--- config.mk ---
export PLATFORM = sky130hd
export DESIGN_NAME = pcr_fifo
export DESIGN_NICKNAME = d
export VERILOG_FILES = /design/src/rtl/core/pcr_fifo.sv
export SDC_FILE = /design/constraint.sdc
export NUM_CORES = 1
export LEC_CHECK = 0
export ABC_CLOCK_PERIOD_IN_PS = 1400
export BUFFER_PORTS_ARGS = -buffer_cell sky130_fd_sc_hd__buf_4
export CAP_MARGIN = 20
export CELL_PAD_IN_SITES_DETAIL_PLACEMENT = 1
export CELL_PAD_IN_SITES_GLOBAL_PLACEMENT = 1
export CORE_AREA = 2 2 57 46
export CTS_CLUSTER_DIAMETER = 40
export DETAILED_ROUTE_END_ITERATION = 6
export DIE_AREA = 0 0 59 48
export GPL_TIMING_DRIVEN = 0
export PLACE_DENSITY_LB_ADDON = 0.1
export SLEW_MARGIN = 20
export SYNTH_ARGS = -nofsm -noshare
export SYNTH_HDL_FRONTEND = slang
export SYNTH_SLANG_ARGS = --single-unit
--- constraint.sdc ---
create_clock -name clk_i -period 1.4 [get_ports clk_i]
set_clock_uncertainty 0.05 [all_clocks]
set_input_delay 0.14 -clock clk_i [delete_from_list [all_inputs] [get_ports clk_i]]
set_output_delay 0.14 -clock clk_i [all_outputs]
set_load 0.05 [all_outputs]
--- src/rtl/core/pcr_fifo.sv ---
`timescale 1ns / 1ps
// ----------------------------------------------------------------------------
// pcr_fifo: small decoupling queue
// Register-based first-in first-out store between front and back end.
// ----------------------------------------------------------------------------
module pcr_fifo #(
  parameter int unsigned WIDTH = 8,
  parameter int unsigned DEPTH = 2
) (
  input  logic             clk_i,
  input  logic             rst_ni,
  input  logic             push_i,
  input  logic [WIDTH-1:0] data_i,
  output logic             full_o,
  input  logic             pop_i,
  output logic [WIDTH-1:0] data_o,
  output logic             empty_o
);

  localparam int unsigned PW = (DEPTH > 1) ? $clog2(DEPTH) : 1;
  localparam int unsigned CW = $clog2(DEPTH + 1);

  logic [WIDTH-1:0] mem_q [DEPTH];
  logic [PW-1:0]    wr_ptr_q, rd_ptr_q;
  logic [CW-1:0]    cnt_q;
  logic             do_push, do_pop;

  assign full_o  = cnt_q == CW'(DEPTH);
  assign empty_o = cnt_q == '0;
  assign do_push = push_i && !full_o;
  assign do_pop  = pop_i && !empty_o;
  assign data_o  = mem_q[rd_ptr_q];

  always_ff @(posedge clk_i or negedge rst_ni) begin
    if (!rst_ni) begin
      wr_ptr_q <= '0;
      rd_ptr_q <= '0;
      cnt_q    <= '0;
    end else begin
      if (do_push) begin
        wr_ptr_q <= (wr_ptr_q == PW'(DEPTH - 1)) ? '0 : wr_ptr_q + 1'b1;
      end
      if (do_pop) begin
        rd_ptr_q <= (rd_ptr_q == PW'(DEPTH - 1)) ? '0 : rd_ptr_q + 1'b1;
      end
      if (do_push && !do_pop) begin
        cnt_q <= cnt_q + 1'b1;
      end else if (do_pop && !do_push) begin
        cnt_q <= cnt_q - 1'b1;
      end
    end
  end

  always_ff @(posedge clk_i) begin
    if (do_push) begin
      mem_q[wr_ptr_q] <= data_i;
    end
  end

endmodule

==> summary.md <==
| Metric | Value |
|---|---|
| Status | finished with violations |
| Failing checks | setup timing |
| Psw | 1.15 mW |
| Vias | 478 |
| GRT overflow | 0 |
| Reg2reg end | cnt_q[1] |
| Worst Path Required | 1210 ps |
| Vias per inst | 4.43 |
| Final Hold Fails | 0 |
| Comb power frac | 52.2% |
| GRT Overall Usage | 12.1% |
| Ant diodes | 0 |
| Pint | 1.78 mW |
| Area grow syn2layout | 59.5% |
| H-tree depth | 1 |
| DRT iter0 DRCs | 11 |
| Total wire length | 1.52 mm |
| Final net count | 97 |
| LEAKAGE | 0.513 nW |
| Worst-path clk slew | around 110 ps |
| Clock period minus worst slack | 1510 ps |
| Largest net degree at the start of global routing | 13 |
| Dpl cells | 90 |
| HP Class | input port to flip-flop |
| Largest fanout on the critical path | 9 |
| Sw Share | 39.2% |
| Clock power frac | 16.2% |
| Final setup TNS | -803 ps |
| Maximum vdd ir drop | around 0.0009 V |
| CP startpoint kind | flip-flop |
| Row Count | 15 |
| Syn_nets | between 50 and 60 |
| Synthesis warning total | 0 |
| Initial core utilization | a little over a third |
| CTS tree | done |
| Die W | 59 um |
| Endpoints failing setup | 8 |
| IO Count | 22 |
| Initial antenna violation count | 0 |
| Post-synthesis sequential area ratio | about three quarters |
| Crit path from | rd_ptr_q |
| Final period util | 108% |
| Total CTS buffers | 3 |
| Vias in the first global route | approximately 540 |
| DIE AREA | 0.00283 mm^2 |
| FF-to-FF Start | cnt_q[0] |
| CP Capture Type | output port |
| GPL Wtd Cong | 0.665 |
| Clock root buffer | clkbuf_4 |
| R2R Setup Slk | 10 ps |
| Cell Area, Synth | 782 um^2 |
| CP endpoint | data_o[4] |
| Total Power | around 2.9 mW |
| WS Path Type | flip-flop to output port |
| Worst EP arrival | 1320 ps |
| First-pass GRT wire length | 2.34 mm |
| Final std cells w/o fill | between 100 and 150 |
| Worst-Skew Late Latency | around 300 ps |
| Slew HR | 82.0% |
| Post-route setup slack | -106 ps |
| RSZ-0062 raised after global routing | yes |
| Unique cell type count in the Yosys netlist | 15 |
| Sequential power share | 31.6% |
| Power density cells | 2350 mW/mm^2 |
| Hold WS | 70.2 ps |
| DR pass1 iterations | 4 |
| Post-route DRC | 0 |
| Max-slew violations | 0 |
| Worst Max-Slew Pin Slew | approximately 270 ps |
| Final ANT Viol Nets | 0 |
| Post-Syn Area per Cell | 17.8 um^2 |
| Number of buffers inserted by port buffering | 21 |
| Yosys reg bits | 20 |
| Die height | 48 um |
| Num Clock Sinks | 20 |
| Max-cap viol count | 0 |
| CORE AREA | 0.00221 mm^2 |
| Layout cells sized above 1 | 54.2% |
| Fmax | roughly 0.66 GHz |
| Gate Count Post-Synth | 44 |
| DR WL/cell | around 14 um |
| Worst r2r path cells | 6 |
| Max clock buf depth | 2 |
[registers in the layout (all words and copies together), names as in the netlist]
| name | count |
|---|---|
| wr_ptr_q | 1 |
| mem_q | 16 |
| cnt_q | 2 |
| rd_ptr_q | 1 |
[what timing repair did]
action | 4_1_cts | 5_1_grt
setup endpoints to repair | 25 | 10
gates resized for setup | 21 | 3
hold buffers | 9 | 0
setup buffers | 3 | 2
pin swaps | 4 | 2
hold endpoints to repair | 20 | 0
[cell families (layout without fill, tap and decap cells)]
kind of cell	Yosys count	count (layout)	share of synthesized area, %
adder cells (fa/ha/maj)	1	1	1.60
AO/OA/AOI/OAI	1	1	0.639
flip-flops	20	20	74.2
buffers and inverters	3	42	1.60
multiplexers	8	8	11.5
XOR/XNOR	5	5	6.56
AND/OR/NAND/NOR	6	6	3.84
[metal layers]
metal / share of wire [%] / vias up / GRT usage [%]
met1: 40 / 230 / 12.6
met4: 0 / 0 / 1.36
met5: 0 / - / 0
li1: - / 236 / -
met3: 4.6 / 0 / 5.68
met2: 56 / 12 / 23.6
[worst min path at each step]
stage | depth (start not counted) | end | slack (ps) | startpoint
finish | 3 | rd_ptr_q | 70 | pop_i
global route | 3 | rd_ptr_q | 50 | pop_i
CTS | 3 | rd_ptr_q | 50 | pop_i
detailed placement | 1 | wr_ptr_q | -110 | rst_ni
global placement | 1 | rd_ptr_q | -110 | rst_ni
floorplan | 0 | cnt_q[0] | -210 | rst_ni
[cells in the final DEF (no fill, tap or decap), types with 2 or more instances in the layout]
cell           count
buf_4             16
edfxtp_1          16
buf_6             11
dlygate4sd3_1      9
mux2_1             4
mux2_2             3
clkbuf_4           3
dfrtp_1            3
xnor2_1            2
xor2_1             2
[Yosys cell counts, drive strengths merged]
master  number  area share [%]
xor2         2             2.2
and3         1            0.80
inv          2            0.96
xnor2        3             4.3
edfxtp      16              61
nand2        1            0.80
nand2b       1            0.80
buf          1            0.64
nor2         3             1.4
ha           1             1.6
o21ai        1            0.64
mux2         8              12
dfrtp        4              13
[per-stage QoR]
step / util, % / cell area [um^2] / setup slack [ps]
6_report: 56.3 / 1250 / -106
5_1_grt: 56.3 / 1250 / -177
4_1_cts: 55.2 / 1220 / -130
3_5_place_dp: 44.3 / 981 / -102
3_3_place_gp: 44.3 / 981 / -89.3
2_1_floorplan: - / 792 / 9.51
[worst max-delay path: stages, from the launching register on]
cell,delay (ps)
dfrtp_1,390
buf_6,140
mux2_1,320
buf_6,160
[power groups by stage]
stage               combinational (mW)  clock [mW]  sequential (mW)
floorplan                        0.899           0            0.917
global placement                  1.20           0            0.929
detailed placement                1.21           0            0.936
CTS                               1.49       0.489            0.927
global route                      1.63       0.521            0.947
finish                            1.53       0.475            0.928
[area by class of cell]
type                       count  area [um^2]
tap                           25         31.3
buffer                         1         11.3
multi-input combinational     21          240
timing repair buffer          35          323
clock inverter                 1         30.0
clock buffer                   3         22.5
fill                         212          967
inverter                       2         7.51
sequential                    20          582
No activity file was read; power rests on OpenSTA's default activity.
