### src/rtl/core/pcr_pkg.sv
`timescale 1ns / 1ps
// ----------------------------------------------------------------------------
// pcr_pkg: shared types and constants
// Register map, configuration struct, back-end states and fixed widths.
// ----------------------------------------------------------------------------
package pcr_pkg;

  // table geometry; all sizes are powers of two so index reduction is a mask
  localparam int unsigned NUM_SETS         = 2048;
  localparam int unsigned NUM_WAYS         = 16;
  localparam int unsigned PC_TABLE_ENTRIES = 4096;
  localparam int unsigned SAW              = $clog2(NUM_SETS);
  localparam int unsigned WAW              = $clog2(NUM_WAYS);
  localparam int unsigned PC_AW            = $clog2(PC_TABLE_ENTRIES);

  localparam int unsigned LINE_OFFSET_BITS = 6;
  localparam int unsigned AGE_CAP          = 65535;
  localparam int unsigned AGE_W            = 16;
  localparam int unsigned COUNT_W          = 32;
  localparam int unsigned PROD_W           = 39;
  localparam int unsigned SCORE_W          = 18;
  localparam logic [6:0]  PCT_SCALE        = 7'd100;

  localparam logic FUNC_VICTIM = 1'b0;
  localparam logic FUNC_UPDATE = 1'b1;

  localparam logic [15:0] ACC_WINDOW_RST = 16'd128;
  localparam logic [6:0]  STREAM_PCT_RST = 7'd85;
  localparam logic [7:0]  NEAR_SPAN_RST  = 8'd4;
  localparam logic [2:0]  REUSE_MAX_RST  = 3'd7;

  typedef enum logic [1:0] {
    REG_ACC_WINDOW = 2'd0,
    REG_STREAM_PCT = 2'd1,
    REG_NEAR_SPAN  = 2'd2,
    REG_REUSE_MAX  = 2'd3
  } cfg_reg_e;

  typedef struct packed {
    logic [15:0] acc_window;
    logic [6:0]  stream_pct;
    logic [7:0]  near_span;
    logic [2:0]  reuse_max;
  } cfg_t;

  typedef enum logic [3:0] {
    B_CLEAR,
    B_IDLE,
    B_CNT_RD,
    B_CNT_WR,
    B_PHASE,
    B_LINE_RD,
    B_PC_RD,
    B_SCORE,
    B_RESULT,
    B_UPD_RD,
    B_UPD_WR
  } back_state_e;

endpackage

### src/rtl/core/pcr_mod.sv
`timescale 1ns / 1ps
// ----------------------------------------------------------------------------
// pcr_mod: remainder by a power-of-two constant
// Registers the low bits of the operand; DIV is always a power of two.
// ----------------------------------------------------------------------------
module pcr_mod #(
  parameter int unsigned DIV  = 2,
  parameter int unsigned IN_W = 8,
  localparam int unsigned OUT_W = (DIV > 1) ? $clog2(DIV) : 1
) (
  input  logic             clk_i,
  input  logic             rst_ni,
  input  logic             start_i,
  input  logic [IN_W-1:0]  x_i,
  output logic             busy_o,
  output logic [OUT_W-1:0] rem_o
);

  logic [OUT_W-1:0] rem_q;

  always_ff @(posedge clk_i or negedge rst_ni) begin
    if (!rst_ni) begin
      rem_q <= '0;
    end else if (start_i) begin
      rem_q <= OUT_W'(x_i) & OUT_W'(DIV - 1);
    end
  end

  assign busy_o = 1'b0;
  assign rem_o  = rem_q;

endmodule

### src/rtl/core/pcr_front.sv
`timescale 1ns / 1ps
// ----------------------------------------------------------------------------
// pcr_front: request intake and classification
// Takes one transaction, reduces set, way and hashed PC, and queues it.
// ----------------------------------------------------------------------------
module pcr_front #(
  parameter int unsigned TAG_BITS = 42,
  localparam int unsigned QW = 2 + pcr_pkg::SAW + pcr_pkg::WAW + TAG_BITS + pcr_pkg::PC_AW
) (
  input  logic          clk_i,
  input  logic          rst_ni,
  input  logic          hold_i,
  input  logic          push_i,
  output logic          full_o,
  input  logic          func_i,
  input  logic [10:0]   set_index_i,
  input  logic [3:0]    way_index_i,
  input  logic [47:0]   phys_addr_i,
  input  logic [47:0]   prog_counter_i,
  input  logic          was_hit_i,
  input  logic          q_full_i,
  output logic          q_push_o,
  output logic [QW-1:0] q_data_o
);

  import pcr_pkg::*;

  logic                busy_q;
  logic                func_q, hit_q;
  logic [TAG_BITS-1:0] tag_q;
  logic                accept;
  logic [47:0]         pc_hash;
  logic                set_busy, way_busy, slot_busy;
  logic [SAW-1:0]      set_rem;
  logic [WAW-1:0]      way_rem;
  logic [PC_AW-1:0]    slot_rem;
  logic                ready;

  assign full_o  = busy_q || hold_i;
  assign accept  = push_i && !full_o;
  assign pc_hash = prog_counter_i ^ (prog_counter_i >> 12) ^ (prog_counter_i >> 24)
                 ^ (prog_counter_i >> 36);

  pcr_mod #(.DIV(NUM_SETS), .IN_W(11)) u_set_mod (
    .clk_i, .rst_ni, .start_i(accept), .x_i(set_index_i),
    .busy_o(set_busy), .rem_o(set_rem)
  );

  pcr_mod #(.DIV(NUM_WAYS), .IN_W(4)) u_way_mod (
    .clk_i, .rst_ni, .start_i(accept), .x_i(way_index_i),
    .busy_o(way_busy), .rem_o(way_rem)
  );

  pcr_mod #(.DIV(PC_TABLE_ENTRIES), .IN_W(48)) u_slot_mod (
    .clk_i, .rst_ni, .start_i(accept), .x_i(pc_hash),
    .busy_o(slot_busy), .rem_o(slot_rem)
  );

  assign ready    = busy_q && !set_busy && !way_busy && !slot_busy;
  assign q_push_o = ready && !q_full_i;
  assign q_data_o = {func_q, set_rem, way_rem, tag_q, slot_rem, hit_q};

  always_ff @(posedge clk_i or negedge rst_ni) begin
    if (!rst_ni) begin
      busy_q <= 1'b0;
    end else if (accept) begin
      busy_q <= 1'b1;
    end else if (q_push_o) begin
      busy_q <= 1'b0;
    end
  end

  always_ff @(posedge clk_i) begin
    if (accept) begin
      func_q <= func_i;
      hit_q  <= was_hit_i;
      tag_q  <= TAG_BITS'(phys_addr_i[47:LINE_OFFSET_BITS]);
    end
  end

endmodule

### config.mk
export PLATFORM = sky130hd
export DESIGN_NAME = pcr_front
export DESIGN_NICKNAME = d
export VERILOG_FILES = /design/src/rtl/core/pcr_pkg.sv /design/src/rtl/core/pcr_mod.sv /design/src/rtl/core/pcr_front.sv
export SDC_FILE = /design/constraint.sdc
export NUM_CORES = 1
export LEC_CHECK = 0
export ABC_AREA = 1
export BUFFER_PORTS_ARGS = -buffer_cell sky130_fd_sc_hd__buf_2
export CORE_UTILIZATION = 45
export CTS_BUF_LIST = sky130_fd_sc_hd__clkbuf_4
export CTS_CLUSTER_DIAMETER = 40
export CTS_CLUSTER_SIZE = 8
export DETAILED_ROUTE_END_ITERATION = 12
export PLACE_DENSITY_LB_ADDON = 0.08
export SLEW_MARGIN = 20
export SYNTH_ARGS = -nofsm -noshare
export SYNTH_HDL_FRONTEND = slang
export SYNTH_SLANG_ARGS = --single-unit
### constraint.sdc
create_clock -name clk_i -period 1.8 [get_ports clk_i]
set_input_delay 0.36 -clock clk_i [delete_from_list [all_inputs] [get_ports clk_i]]
set_output_delay 0.36 -clock clk_i [all_outputs]
set_load 0.01 [all_outputs]
==> out/qor.csv <==
metric;value;unit
outcome;finished clean;
synthesized area per cell;8.530;µm²
hold crit path type;input pin to register;
Starting Density;0.4730;
mean routed wirelength per cell;10.90;µm
via count;2972;
Worst-path clk slew;0.13;ns
fillcell total;654;
Vert. Die Dim;87.21;µm
largest net degree at the start of global routing;37;
RSZ-0062 raised after global routing;no;
Inserted Diodes;0;
Ys Warns;0;
endpoints failing setup;0;
CTS Hold Buffers Added;1;
drt drc;0;
leakage power total;2.598;nW
vias in the first global route;2640;
Switching Share;0.3302;
Post-synth EDFFs;44;
Switch Pwr;1.587;mW
share of cells above drive strength 1;0.3586;
startpoint types;register;
mapped cell area;3267;µm²
clock sink count;72;
fmax;676.9;MHz
CP Data Arrival Time;1.12;ns
fin. max-slew vios;0;
Syn Nets;501;
RePlAce Congestion;0.7251;
Core Rows;30;
Max-slew headroom;0.5868;
CTS tree;built;
All-Layer GR Usage;0.1942;
register area share after synthesis;0.6189;
Seq cells post-synth;72;
drt first pass iters;4;
CTS Buf Count;9;
Routed Antenna Nets;0;
Post-Layout Cell Count;676;
Via density;4.396;
PortBufs;184;
antenna violations before repair;0;
crit path max fanout;2;
most common cell in the synthesized netlist;nand2_1;
fraction of registers with async set/reset;0.3889;
cts repair resizes;0;
Internal;3.219;mW
Synth area leader;edfxtp_1;
worst slew pin tran;0.6199;ns
CTS Buffer Depth;2;
Area after DPL;4280;µm²
min cycle time layout;1.477;ns
CORE AREA;6907;µm²
CP required;1.44;ns
H-tree Lvls;3;
worst skew pair latency;0.40;ns
Final #Nets;693;
worst setup margin;0.3226;ns
power per cell area;1083;nW/µm²
Logic pwr share;0.295;
synthesis-to-finish area growth;35.81;%
Crit Path Category;register to output port;
Setup Skew;0.01756;ns
die area;7605;µm²
top-area cell type share of the netlist area;0.4044;
Placed Cells;659;
synth unique cells;13;
total global routing overflow;0;
area occupied by multi-input gates;930.9;µm²
dpl hpwl;5752;µm
Post-CTS Setup Repair Bufs;0;
total of max-cap violations;0;
Clk network pwr share;0.213;
Worst R2R Start;busy_q$_DFFE_PN0P_;
pre-CTS setup slack;0.5244;ns
final instance area;4437;µm²
CTS root buf;clkbuf_4;
sequential share of power;0.493;
Post-Route WL;7371;µm
worst vdd ir;0.6227;mV
synth top area cells;edfxtp_1 (40%), nand2_1 (23%), dfrtp_1 (21%), inv_1 (7.1%), nor2_1 (2.9%);
ys flop type;edfxtp_1;
most instantiated cells after synthesis;nand2_1 (199), inv_1 (62), edfxtp_1 (44), dfrtp_1 (28), nor2_1 (25);
Post-Synthesis Cells;383;
FF/Latch Area;2022;µm²
Die W;87.21;µm
total power;4.806;mW
beginning of the critical path;busy_q$_DFFE_PN0P_;
crit end category;output port;
hold path startpoint;phys_addr_i[42];
final critical-path share of the clock period;0.8208;
setup tns final;0;ns
Starting DRT DRC Count;105;
Final Hold Violating Endpoints;0;
# IOs;191;
first-pass GRT wire length;11190;µm
[path summary, 6_finish.rpt]
check / to / slack, ns / cells past startpoint
max: full_o / 0.32 / 3
max in group asynchronous: u_set_mod.rem_o[3]$_DFFE_PN0P_ / 0.89 / 2
min: tag_q[36]$_DFFE_PP_ / 0.12 / 1
min in group asynchronous: u_way_mod.rem_o[3]$_DFFE_PN0P_ / 0.50 / 2
max reg2reg: func_q$_DFFE_PP_ / 0.57 / 4
min reg2reg: u_set_mod.rem_o[6]$_DFFE_PN0P_ / 0.48 / 2
[flip-flops by register name (all words and copies together) (netlist names)]
| register | cells |
|---|---|
| func_q | 1 |
| u_way_mod.rem_o | 4 |
| u_set_mod.rem_o | 11 |
| tag_q | 42 |
| u_slot_mod.rem_o | 12 |
| busy_q | 1 |
| hit_q | 1 |
[critical path, stage by stage, from the launching register on]
cell	delay, ns
dfrtp_1	0.41
nor2_2	0.14
inv_1	0.05
buf_2	0.13
[cells in the final DEF, fill, tap and decap left out]
master / Yosys / final
edfxtp_1: 44 / 44
inv_6: 0 / 2
buf_4: 2 / 1
nand2_2: 3 / 3
inv_1: 62 / 62
nand2_1: 199 / 199
buf_2: 0 / 184
nor2_2: 1 / 1
dlygate4sd3_1: 0 / 1
clkinv_2: 0 / 1
bufinv_16: 0 / 1
clkbuf_4: 0 / 9
nand3_1: 12 / 12
dfrtp_1: 28 / 28
clkinv_4: 0 / 3
o21ai_0: 1 / 1
buf_12: 0 / 2
inv_4: 1 / 1
nor2_1: 25 / 25
[routing by layer]
metal | global-route usage | wire length [µm] | vias up | share of wire
met5 | 0 | 0 | - | 0
met4 | 0.08942 | 143 | 0 | 0.019
met3 | 0.05403 | 552 | 13 | 0.075
met2 | 0.3515 | 3772 | 107 | 0.51
met1 | 0.2105 | 2903 | 1313 | 0.39
li1 | - | - | 1539 | -
[cell families (layout without fill, tap and decap cells)]
kind of cell           after synthesis  in the layout  synth area share
DFF                                 72             72            0.6189
AOI/OAI and AO/OA                    1              1          0.001531
buffers and inverters               70            267           0.09613
and+or+nand+nor                    240            240            0.2834
[per-stage QoR]
stage | hold WS (ns) | util
CTS | 0.09176 | 0.6424
finish | 0.1180 | 0.6424
global route | 0.08246 | 0.6424
global placement | 0.4202 | 0.6197
detailed placement | 0.4201 | 0.6197
floorplan | 0.06441 | -
[area by class of cell]
type | instances | area share
sequential | 72 | 0.4557
timing repair buffer | 188 | 0.2205
multi-input combinational | 241 | 0.2098
inverter | 63 | 0.05386
tap | 96 | 0.02707
clock inverter | 7 | 0.01777
clock buffer | 9 | 0.01523
[power groups by stage]
stage / combinational (mW) / clock (mW) / sequential (mW)
after floorplan: 0.541 / 0 / 2.61
after global placement: 1.41 / 0 / 2.39
final: 1.42 / 1.02 / 2.37
after detailed placement: 1.44 / 0 / 2.41
after CTS: 1.44 / 1.06 / 2.37
after global routing: 1.58 / 1.13 / 2.42
No activity file was read; power rests on OpenSTA's default activity.
